`src/hdl/rbsi_pkg.sv`:
```
// rbsi_pkg: shared types and constants for the ray versus box slab test core
// holds the request/result payload structs and the divider handshake structs
// no dependencies
package rbsi_pkg;

   // configuration register indexes
   localparam int CSR_IDX_W = 3;
   localparam logic [CSR_IDX_W-1:0] CSR_ORIGIN_X = 3'd0;
   localparam logic [CSR_IDX_W-1:0] CSR_ORIGIN_Y = 3'd1;
   localparam logic [CSR_IDX_W-1:0] CSR_ORIGIN_Z = 3'd2;
   localparam logic [CSR_IDX_W-1:0] CSR_DIR_X    = 3'd3;
   localparam logic [CSR_IDX_W-1:0] CSR_DIR_Y    = 3'd4;
   localparam logic [CSR_IDX_W-1:0] CSR_DIR_Z    = 3'd5;

   // saturation limits of a signed 32-bit slab distance
   localparam logic signed [31:0] S32_MAX = 32'sh7FFF_FFFF;
   localparam logic signed [31:0] S32_MIN = 32'sh8000_0000;

   // one vertex request
   typedef struct packed {
      logic signed [31:0] vertex_x;
      logic signed [31:0] vertex_y;
      logic signed [31:0] vertex_z;
      logic               is_last;
   } rbsi_req_type;

   // one test result
   typedef struct packed {
      logic        hit;
      logic [30:0] distance;
   } rbsi_rsp_type;

   // divider launch: t = (bound - org) * 2^FRAC_BITS / dir
   typedef struct packed {
      logic               start;
      logic signed [31:0] bound;
      logic signed [31:0] org;
      logic signed [31:0] dir;
   } rbsi_div_req_type;

   // divider completion, saturated quotient
   typedef struct packed {
      logic               done;
      logic signed [31:0] quotient;
   } rbsi_div_rsp_type;

endpackage

```
`src/hdl/rbsi_divider.sv`:
```
// rbsi_divider: bit-serial signed fixed-point divider for slab distances
// truncates toward zero and saturates to signed 32 bits, one quotient bit a cycle
// depends on rbsi_pkg
module rbsi_divider #(
   parameter int FRAC_BITS = 16
) (
   input  logic                      clock,
   input  logic                      reset,
   input  rbsi_pkg::rbsi_div_req_type div_req,
   output rbsi_pkg::rbsi_div_rsp_type div_rsp
);
   import rbsi_pkg::*;

   // numerator magnitude: 33-bit difference shifted by the fraction bits
   localparam int NUM_W = 33 + FRAC_BITS;
   localparam int CNT_W = $clog2(NUM_W + 1);
   localparam logic [CNT_W-1:0] CNT_LAST = CNT_W'(NUM_W - 1);
   localparam logic [NUM_W-1:0] LIM_NEG = NUM_W'(64'h8000_0000);
   localparam logic [NUM_W-1:0] LIM_POS = NUM_W'(64'h7FFF_FFFF);

   localparam logic [1:0] D_IDLE = 2'd0;
   localparam logic [1:0] D_PREP = 2'd1;
   localparam logic [1:0] D_RUN  = 2'd2;
   localparam logic [1:0] D_FIX  = 2'd3;

   logic [1:0]         dstate_ff, dstate_in;
   logic signed [32:0] diff_ff, diff_in;
   logic signed [31:0] dir_ff, dir_in;
   logic               neg_ff, neg_in;
   logic [NUM_W-1:0]   num_ff, num_in;
   logic [31:0]        den_ff, den_in;
   logic [31:0]        rem_ff, rem_in;
   logic [CNT_W-1:0]   cnt_ff, cnt_in;
   logic               done_ff, done_in;
   logic signed [31:0] quot_ff, quot_in;

   logic [32:0] trial;
   logic [32:0] diff_mag;
   logic        qbit;

   // next state of the divider
   always_comb begin
      dstate_in = dstate_ff;
      diff_in   = diff_ff;
      dir_in    = dir_ff;
      neg_in    = neg_ff;
      num_in    = num_ff;
      den_in    = den_ff;
      rem_in    = rem_ff;
      cnt_in    = cnt_ff;
      done_in   = 1'b0;
      quot_in   = quot_ff;
      trial     = {rem_ff, num_ff[NUM_W-1]};
      qbit      = (trial >= {1'b0, den_ff});
      diff_mag  = diff_ff[32] ? 33'(-diff_ff) : 33'(diff_ff);
      case (dstate_ff)
         D_IDLE: begin
            if (div_req.start) begin
               diff_in   = 33'({div_req.bound[31], div_req.bound})
                         - 33'({div_req.org[31], div_req.org});
               dir_in    = div_req.dir;
               dstate_in = D_PREP;
            end
         end
         // take magnitudes and signs
         D_PREP: begin
            neg_in    = diff_ff[32] ^ dir_ff[31];
            num_in    = {diff_mag, {FRAC_BITS{1'b0}}};
            den_in    = dir_ff[31] ? 32'(-dir_ff) : 32'(dir_ff);
            rem_in    = '0;
            cnt_in    = '0;
            dstate_in = D_RUN;
         end
         // restoring step, quotient bits shift in behind the numerator
         D_RUN: begin
            rem_in = qbit ? 32'(trial - {1'b0, den_ff}) : trial[31:0];
            num_in = {num_ff[NUM_W-2:0], qbit};
            cnt_in = cnt_ff + 1'b1;
            if (cnt_ff == CNT_LAST) begin
               dstate_in = D_FIX;
            end
         end
         // apply sign and saturate
         D_FIX: begin
            if (neg_ff) begin
               quot_in = (num_ff > LIM_NEG) ? S32_MIN : 32'(-num_ff[31:0]);
            end else begin
               quot_in = (num_ff > LIM_POS) ? S32_MAX : num_ff[31:0];
            end
            done_in   = 1'b1;
            dstate_in = D_IDLE;
         end
         default: begin
            dstate_in = D_IDLE;
         end
      endcase
   end

   always_ff @(posedge clock) begin
      if (reset) begin
         dstate_ff <= D_IDLE;
         done_ff   <= 1'b0;
      end else begin
         dstate_ff <= dstate_in;
         done_ff   <= done_in;
      end
      diff_ff <= diff_in;
      dir_ff  <= dir_in;
      neg_ff  <= neg_in;
      num_ff  <= num_in;
      den_ff  <= den_in;
      rem_ff  <= rem_in;
      cnt_ff  <= cnt_in;
      quot_ff <= quot_in;
   end

   assign div_rsp.done     = done_ff;
   assign div_rsp.quotient = quot_ff;

endmodule

```
`src/hdl/ray_box_slab_intersect_core.sv`:
```
// ray_box_slab_intersect_core: running bounding box of a vertex stream and
// a slab test of the configured ray against it on the last vertex
// depends on rbsi_pkg and rbsi_divider
//
//   channel  direction  ports                              moves
//   req      in         req_valid req_ready req_payload     one vertex
//   rsp      out        rsp_valid rsp_ready rsp_payload     hit flag and distance
//   csr      in         csr_valid csr_ready csr_index csr_data  ray origin/direction
//
// a vertex without is_last grows the box, leaves req_ready high and gives no result
// a last vertex runs two serial divisions per axis with a nonzero direction
// on one shared bit-serial divider; req_ready is low until the test is done
// the result sits in an output register; a pending result stalls only the next test
// reset is synchronous and needs no clearing pass; csr writes are always taken
module ray_box_slab_intersect_core #(
   parameter int FRAC_BITS = 16
) (
   input  logic                               clock,
   input  logic                               reset,
   input  logic                               req_valid,
   output logic                               req_ready,
   input  rbsi_pkg::rbsi_req_type             req_payload,
   output logic                               rsp_valid,
   input  logic                               rsp_ready,
   output rbsi_pkg::rbsi_rsp_type             rsp_payload,
   input  logic                               csr_valid,
   output logic                               csr_ready,
   input  logic [rbsi_pkg::CSR_IDX_W-1:0]     csr_index,
   input  logic [31:0]                        csr_data
);
   import rbsi_pkg::*;

   localparam logic [2:0] ST_IDLE   = 3'd0;
   localparam logic [2:0] ST_AXIS   = 3'd1;
   localparam logic [2:0] ST_DIV_LO = 3'd2;
   localparam logic [2:0] ST_DIV_HI = 3'd3;
   localparam logic [2:0] ST_FINISH = 3'd4;

   localparam logic [1:0] AXIS_X = 2'd0;
   localparam logic [1:0] AXIS_Y = 2'd1;
   localparam logic [1:0] AXIS_Z = 2'd2;

   localparam logic signed [31:0] ONE_FIXED = 32'sd1 <<< FRAC_BITS;

   // ray registers
   logic signed [31:0] org_x_ff, org_y_ff, org_z_ff;
   logic signed [31:0] dir_x_ff, dir_y_ff, dir_z_ff;

   // running box, loaded by the first vertex of each mesh
   logic signed [31:0] min_x_ff, min_y_ff, min_z_ff, max_x_ff, max_y_ff, max_z_ff;
   logic signed [31:0] min_x_in, min_y_in, min_z_in, max_x_in, max_y_in, max_z_in;
   logic               first_ff, first_in;

   // sequencer
   logic [2:0]         state_ff, state_in;
   logic [1:0]         axis_ff, axis_in;
   logic               miss_ff, miss_in;
   logic signed [31:0] near_ff, near_in, far_ff, far_in;
   logic signed [31:0] slab_a_ff, slab_a_in;

   // output register
   logic               rsp_valid_ff, rsp_valid_in;
   rbsi_rsp_type       rsp_ff, rsp_in;

   rbsi_div_req_type   div_req;
   rbsi_div_rsp_type   div_rsp;

   logic               req_fire;
   logic signed [31:0] sel_lo, sel_hi, sel_org, sel_dir;
   logic signed [31:0] t_small, t_big;
   logic               out_free;

   assign req_ready = (state_ff == ST_IDLE);
   assign req_fire  = req_valid && req_ready;
   assign csr_ready = 1'b1;
   assign out_free  = !rsp_valid_ff || rsp_ready;

   // per-axis operand select
   always_comb begin
      case (axis_ff)
         AXIS_X: begin
            sel_lo = min_x_ff; sel_hi = max_x_ff; sel_org = org_x_ff; sel_dir = dir_x_ff;
         end
         AXIS_Y: begin
            sel_lo = min_y_ff; sel_hi = max_y_ff; sel_org = org_y_ff; sel_dir = dir_y_ff;
         end
         default: begin
            sel_lo = min_z_ff; sel_hi = max_z_ff; sel_org = org_z_ff; sel_dir = dir_z_ff;
         end
      endcase
   end

   // divider launch: low bound from the axis step, high bound once the low one is back
   always_comb begin
      div_req.start = ((state_ff == ST_AXIS) && (sel_dir != 32'sd0))
                   || ((state_ff == ST_DIV_LO) && div_rsp.done);
      div_req.bound = (state_ff == ST_DIV_LO) ? sel_hi : sel_lo;
      div_req.org   = sel_org;
      div_req.dir   = sel_dir;
   end

   rbsi_divider #(
      .FRAC_BITS (FRAC_BITS)
   ) u_divider (
      .clock   (clock),
      .reset   (reset),
      .div_req (div_req),
      .div_rsp (div_rsp)
   );

   // order the two slab distances
   always_comb begin
      if (slab_a_ff > div_rsp.quotient) begin
         t_small = div_rsp.quotient;
         t_big   = slab_a_ff;
      end else begin
         t_small = slab_a_ff;
         t_big   = div_rsp.quotient;
      end
   end

   // box growth on each accepted vertex
   always_comb begin
      min_x_in = min_x_ff; min_y_in = min_y_ff; min_z_in = min_z_ff;
      max_x_in = max_x_ff; max_y_in = max_y_ff; max_z_in = max_z_ff;
      first_in = first_ff;
      if (req_fire) begin
         if (first_ff) begin
            min_x_in = req_payload.vertex_x; max_x_in = req_payload.vertex_x;
            min_y_in = req_payload.vertex_y; max_y_in = req_payload.vertex_y;
            min_z_in = req_payload.vertex_z; max_z_in = req_payload.vertex_z;
         end else begin
            if (req_payload.vertex_x < min_x_ff) min_x_in = req_payload.vertex_x;
            if (req_payload.vertex_y < min_y_ff) min_y_in = req_payload.vertex_y;
            if (req_payload.vertex_z < min_z_ff) min_z_in = req_payload.vertex_z;
            if (req_payload.vertex_x > max_x_ff) max_x_in = req_payload.vertex_x;
            if (req_payload.vertex_y > max_y_ff) max_y_in = req_payload.vertex_y;
            if (req_payload.vertex_z > max_z_ff) max_z_in = req_payload.vertex_z;
         end
         first_in = req_payload.is_last;
      end
   end

   // slab test sequencer
   always_comb begin
      state_in     = state_ff;
      axis_in      = axis_ff;
      miss_in      = miss_ff;
      near_in      = near_ff;
      far_in       = far_ff;
      slab_a_in    = slab_a_ff;
      rsp_valid_in = rsp_valid_ff && !rsp_ready;
      rsp_in       = rsp_ff;
      case (state_ff)
         ST_IDLE: begin
            if (req_fire && req_payload.is_last) begin
               axis_in  = AXIS_X;
               miss_in  = 1'b0;
               near_in  = S32_MIN;
               far_in   = S32_MAX;
               state_in = ST_AXIS;
            end
         end
         // nonzero direction launches the divider; zero direction: unbounded slab or an outright miss
         ST_AXIS: begin
            if (sel_dir != 32'sd0) begin
               state_in = ST_DIV_LO;
            end else if ((sel_org < sel_lo) || (sel_org > sel_hi)) begin
               miss_in  = 1'b1;
               state_in = ST_FINISH;
            end else if (axis_ff == AXIS_Z) begin
               state_in = ST_FINISH;
            end else begin
               axis_in = axis_ff + 1'b1;
            end
         end
         ST_DIV_LO: begin
            if (div_rsp.done) begin
               slab_a_in = div_rsp.quotient;
               state_in  = ST_DIV_HI;
            end
         end
         // narrow near and far by this axis
         ST_DIV_HI: begin
            if (div_rsp.done) begin
               if (t_small > near_ff) near_in = t_small;
               if (t_big < far_ff)    far_in  = t_big;
               if (axis_ff == AXIS_Z) begin
                  state_in = ST_FINISH;
               end else begin
                  axis_in  = axis_ff + 1'b1;
                  state_in = ST_AXIS;
               end
            end
         end
         // decide and load the output register once it is free
         ST_FINISH: begin
            if (out_free) begin
               rsp_valid_in = 1'b1;
               if (miss_ff || (far_ff < 32'sd0) || (near_ff > far_ff)) begin
                  rsp_in.hit      = 1'b0;
                  rsp_in.distance = '0;
               end else begin
                  rsp_in.hit      = 1'b1;
                  rsp_in.distance = (near_ff < 32'sd0) ? far_ff[30:0] : near_ff[30:0];
               end
               state_in = ST_IDLE;
            end
         end
         default: begin
            state_in = ST_IDLE;
         end
      endcase
   end

   // configuration writes
   always_ff @(posedge clock) begin
      if (reset) begin
         org_x_ff <= '0;
         org_y_ff <= '0;
         org_z_ff <= '0;
         dir_x_ff <= '0;
         dir_y_ff <= '0;
         dir_z_ff <= ONE_FIXED;
      end else if (csr_valid && csr_ready) begin
         case (csr_index)
            CSR_ORIGIN_X: org_x_ff <= csr_data;
            CSR_ORIGIN_Y: org_y_ff <= csr_data;
            CSR_ORIGIN_Z: org_z_ff <= csr_data;
            CSR_DIR_X:    dir_x_ff <= csr_data;
            CSR_DIR_Y:    dir_y_ff <= csr_data;
            CSR_DIR_Z:    dir_z_ff <= csr_data;
            default: ;
         endcase
      end
   end

   // control and datapath registers
   always_ff @(posedge clock) begin
      if (reset) begin
         state_ff     <= ST_IDLE;
         first_ff     <= 1'b1;
         rsp_valid_ff <= 1'b0;
      end else begin
         state_ff     <= state_in;
         first_ff     <= first_in;
         rsp_valid_ff <= rsp_valid_in;
      end
      axis_ff   <= axis_in;
      miss_ff   <= miss_in;
      near_ff   <= near_in;
      far_ff    <= far_in;
      slab_a_ff <= slab_a_in;
      rsp_ff    <= rsp_in;
      min_x_ff  <= min_x_in;
      min_y_ff  <= min_y_in;
      min_z_ff  <= min_z_in;
      max_x_ff  <= max_x_in;
      max_y_ff  <= max_y_in;
      max_z_ff  <= max_z_in;
   end

   assign rsp_valid   = rsp_valid_ff;
   assign rsp_payload = rsp_ff;

endmodule
```
`config.mk`:
```
export PLATFORM = sky130hd
export DESIGN_NAME = ray_box_slab_intersect_core
export DESIGN_NICKNAME = d
export VERILOG_FILES = /design/src/hdl/rbsi_pkg.sv /design/src/hdl/rbsi_divider.sv /design/src/hdl/ray_box_slab_intersect_core.sv
export SDC_FILE = /design/constraint.sdc
export NUM_CORES = 2
export LEC_CHECK = 0
export BUFFER_PORTS_ARGS = -buffer_cell sky130_fd_sc_hd__buf_2
export CAP_MARGIN = 5
export CORE_MARGIN = 2
export CORE_UTILIZATION = 35
export CTS_BUF_LIST = sky130_fd_sc_hd__clkbuf_16
export DETAILED_ROUTE_END_ITERATION = 16
export SYNTH_ARGS = -nofsm -noshare
export SYNTH_HDL_FRONTEND = slang
export SYNTH_SLANG_ARGS = --single-unit
```
`constraint.sdc`:
```
create_clock -name clock -period 6.2 [get_ports clock]
set_clock_uncertainty 0.1 [all_clocks]
set_input_delay 1.55 -clock clock [delete_from_list [all_inputs] [get_ports clock]]
set_output_delay 1.55 -clock clock [all_outputs]
set_load 0.005 [all_outputs]
```
==> qor.csv <==
stage;metric;value;unit
run_status;outcome;completed;
power;internal_power;14.2;mW
power;peakVddDrop;0.000354;V
synthesis;synthCells;4430;
global_routing;grt_max_degree;93;
placed_design;gp_congestion;0.901;
route;met1_length;52600;µm
synthesis;ys_seq_area_share;46.2;%
synthesis;yosys-top-cells-area;edfxtp_1, ha_1, dfxtp_1, nand2_1, a21oi_1;
timing;setup_ws;561;ps
timing;setup_viol;0;
timing;worst_slew_pin_slew;1140;ps
cts;root_buffer;clkbuf_16;
synthesis;synth_mux_area_share;3.13;%
power;pwr_density_cell;473;nW/µm²
route;postRouteWirelength;115000;µm
timing;min_period;5640;ps
worst_hold_path;min-delay-start;dir_x_ff[15]$_SDFFE_PP0P_;
worst_setup_path;path_class;register to register;
route;drtIter0Drc;2479;
synthesis;yosysMostFrequentCell;nand2_1;
synthesis;yosys.area.top_type;edfxtp_1;
timing;hold_viol_final;0;
worst_hold_path;hp-class;register to register;
worst_setup_path;r2r_slack;560;ps
finish;seqCellArea;20200;µm²
power;clockPowerShare;22.4;%
job;cap_violations;0;
finish;layout-drive-gt1-share;9.28;%
finish;nNetsFinal;5151;
synthesis;ys_types;83;
placed_design;port_buffers;170;
synthesis;synth_adder_area_share;13.2;%
route;drc;0;
placed_design;dpl.hpwl;85500;µm
floorplan;pin_count;172;
timing;hold_slack;353;ps
timing;fin_crit_sh;91.0;%
floorplan;die_w;358;µm
floorplan;fp.dieH;358;µm
power;p_total;23.4;mW
worst_setup_path;critPathMaxFanout;34;
worst_setup_path;r2r_start;u_divider.quot_ff[9]$_DFFE_PP_;
route;num_vias;32452;
cts;cts_buffers;87;
synthesis;synth-seq-cells;740;
synthesis;synth_edf_count;540;
synthesis;yosys.area_share.simple;13.7;%
global_routing;first_global_vias;31328;
power;pwr-share-comb;42.9;%
cts;cts.sink_count;740;
timing;setup-tns-final;0;ps
cts;clock_latency;690;ps
timing;fmax;177;MHz
route;via_per_inst;5.18;
floorplan;coreArea;124000;µm²
finish;finalNonFillerCells;6268;
placed_design;dpl_worst_slack;412;ps
route;wl_met2;52600;µm
global_routing;grt-ovfl-total;0;
synthesis;synth_compound_area_share;16.3;%
floorplan;die_area;128000;µm²
worst_hold_path;hold_depth;2;
worst_setup_path;crit_required;6440;ps
route;routed.top_layer;met5;
finish;fillers;12118;
floorplan;start_util;35.3;%
global_routing;antenna_found_initial;21;
route;wl_per_cell;18.4;µm
worst_hold_path;whs_endpoint;dir_x_ff[15]$_SDFFE_PP0P_;
route;ant_nets;0;
synthesis;synth_top_family_by_area;compound AO/OA/AOI/OAI gates;
cts;cts_tree;yes;
power;power_frac_seq;34.8;%
cts;cts_max_level;3;
synthesis;netlist_area;43800;µm²
floorplan;fp-row-count;129;
timing;rsz0062_at_grt;no;
worst_setup_path;reg2reg_to;near_ff[5]$_SDFFCE_PN0P_;
synthesis;syn_nets;5027;
power;switching_share;39.5;%
synthesis;synthArstFlopShare;0;%
synthesis;ys_warn_count;0;
power;switching_power;9.27;mW
synthesis;synth.top_cell.area_share;37.0;%
synthesis;synth_ff_type;edfxtp_1;
synthesis;yosys.area_share.xor_xnor;2.40;%
worst_setup_path;worstSetupStartpointType;register;
placed_design;dp_cells;6099;
cts;clkTransAtPathRegs;60;ps
global_routing;grt_pass1_wl;177000;µm
synthesis;syn-mean-instance-area;9.88;µm²
power;p_leak;20.8;nW
route;firstDrtPassIters;6;
cts;ctsResizeCount;0;
finish;area_delta_synth_final;13.3;%
cts;hold_buffers;0;
worst_setup_path;r2r_cells;22;
worst_setup_path;cp-end-kind;register;
cts;clock_path_buffers;3;
finish;multiInputGateArea;21500;µm²
route;wl_met3;6220;µm
timing;max-slew-margin-rel;23.7;%
worst_setup_path;critPathArrivalTime;5880;ps
synthesis;synth_commonest_cells;nand2_1, edfxtp_1, ha_1;
timing;maxSlewViolCount;0;
global_routing;gr-usage-all-layers;17.6;%
-- layout by cell type, fill, tap and decap left out, types with 37 or more instances in the layout --
cell type	count
nand2b_1	73
nor4_1	43
inv_1	423
edfxtp_1	540
a22o_1	126
buf_2	169
nand3_1	42
clkbuf_16	87
and2_1	54
dfxtp_1	200
nand4_1	78
ha_1	454
nor2_1	173
xor2_1	39
mux2i_1	100
xnor2_1	81
nor2b_1	50
buf_4	37
a21o_1	159
o21ai_0	199
nor3_1	37
nand2_1	616
a21oi_1	425
-- critical path, cell delays in order (launching register included) --
cell	delay, ps
edfxtp_1	430
inv_1	100
ha_1	240
a21o_1	180
a21o_1	170
a221oi_1	280
o211ai_1	200
a21oi_1	320
mux2i_4	360
buf_12	220
o21ai_0	170
ha_1	350
nand4_1	150
nor4_1	500
nand2_1	140
nor4_1	360
o21ai_0	150
a31oi_1	180
nor4_1	80
mux2i_1	140
a21oi_1	140
o21a_1	170
buf_12	210
-- registers in the layout, indices dropped and copies added (netlist names), 6 cells and up --
signal / flops
u_divider.num_ff: 49
org_x_ff: 32
dir_x_ff: 32
u_divider.quot_ff: 32
u_divider.rem_ff: 32
min_x_ff: 32
u_divider.den_ff: 32
u_divider.diff_ff: 33
slab_a_ff: 32
u_divider.dir_ff: 32
org_y_ff: 32
max_z_ff: 32
rsp_payload: 32
dir_y_ff: 32
dir_z_ff: 32
far_ff: 32
max_y_ff: 32
min_z_ff: 32
min_y_ff: 32
near_ff: 32
u_divider.cnt_ff: 6
max_x_ff: 32
org_z_ff: 32
-- power groups by stage --
stage / clock, mW / combinational, mW / sequential [mW]
2_1_floorplan: 0 / 7.37 / 7.88
3_3_place_gp: 0 / 9.87 / 8.19
3_5_place_dp: 0 / 10.0 / 8.23
4_1_cts: 5.38 / 10.1 / 8.14
5_1_grt: 5.54 / 11.2 / 8.30
6_report: 5.25 / 10.1 / 8.15
-- kinds of logic (layout without fill, tap and decap cells) --
family,Yosys count,after routing
mux,133,133
buf+inv,594,789
other cells,1,7
flops,740,740
simple gates,1263,1263
fa+ha+maj,460,460
compound gates,1119,1119
xor+xnor,120,120
-- layout make-up --
cell class | instances | share of cell area [%]
diodes | 6 | 0.0303
clock buffers | 87 | 4.39
clock inverters | 73 | 1.53
inverters | 410 | 3.10
multi-input cells | 3096 | 43.3
flip-flops and latches | 740 | 40.8
well taps | 1637 | 4.13
repair buffers | 219 | 2.77
-- per-stage QoR --
| stage | cell area (µm²) | util (%) |
|---|---|---|
| after floorplan | 43800 | - |
| after global placement | 46600 | 37.6 |
| after detailed placement | 46600 | 37.6 |
| after CTS | 49600 | 40.0 |
| after global routing | 49600 | 40.0 |
| final | 49600 | 40.0 |
-- routing by layer --
metal  GRT usage, %  up-vias
met1           23.7    15239
li1               -    16201
met5              0        -
met3           3.06      204
met2           28.5      782
met4           5.88       26
-- worst max path at each step --
| stage | from | to | slack (ps) | cells past startpoint |
|---|---|---|---|---|
| floorplan | req_payload[74] | max_x_ff[0]$_DFFE_PP_ | 80 | 11 |
| global placement | slab_a_ff[9]$_DFFE_PP_ | near_ff[10]$_SDFFCE_PN0P_ | 570 | 21 |
| detailed placement | u_divider.quot_ff[9]$_DFFE_PP_ | near_ff[26]$_SDFFCE_PN0P_ | 410 | 22 |
| CTS | u_divider.quot_ff[9]$_DFFE_PP_ | near_ff[5]$_SDFFCE_PN0P_ | 340 | 22 |
| global route | u_divider.quot_ff[5]$_DFFE_PP_ | near_ff[6]$_SDFFCE_PN0P_ | 160 | 23 |
| finish | u_divider.quot_ff[9]$_DFFE_PP_ | near_ff[5]$_SDFFCE_PN0P_ | 560 | 22 |
-- repair_timing --
action	4_1_cts	5_1_grt
setup buffers	0	3
hold endpoints to repair	0	0
setup endpoints to repair	0	32
(Power assumes the default switching activity.)
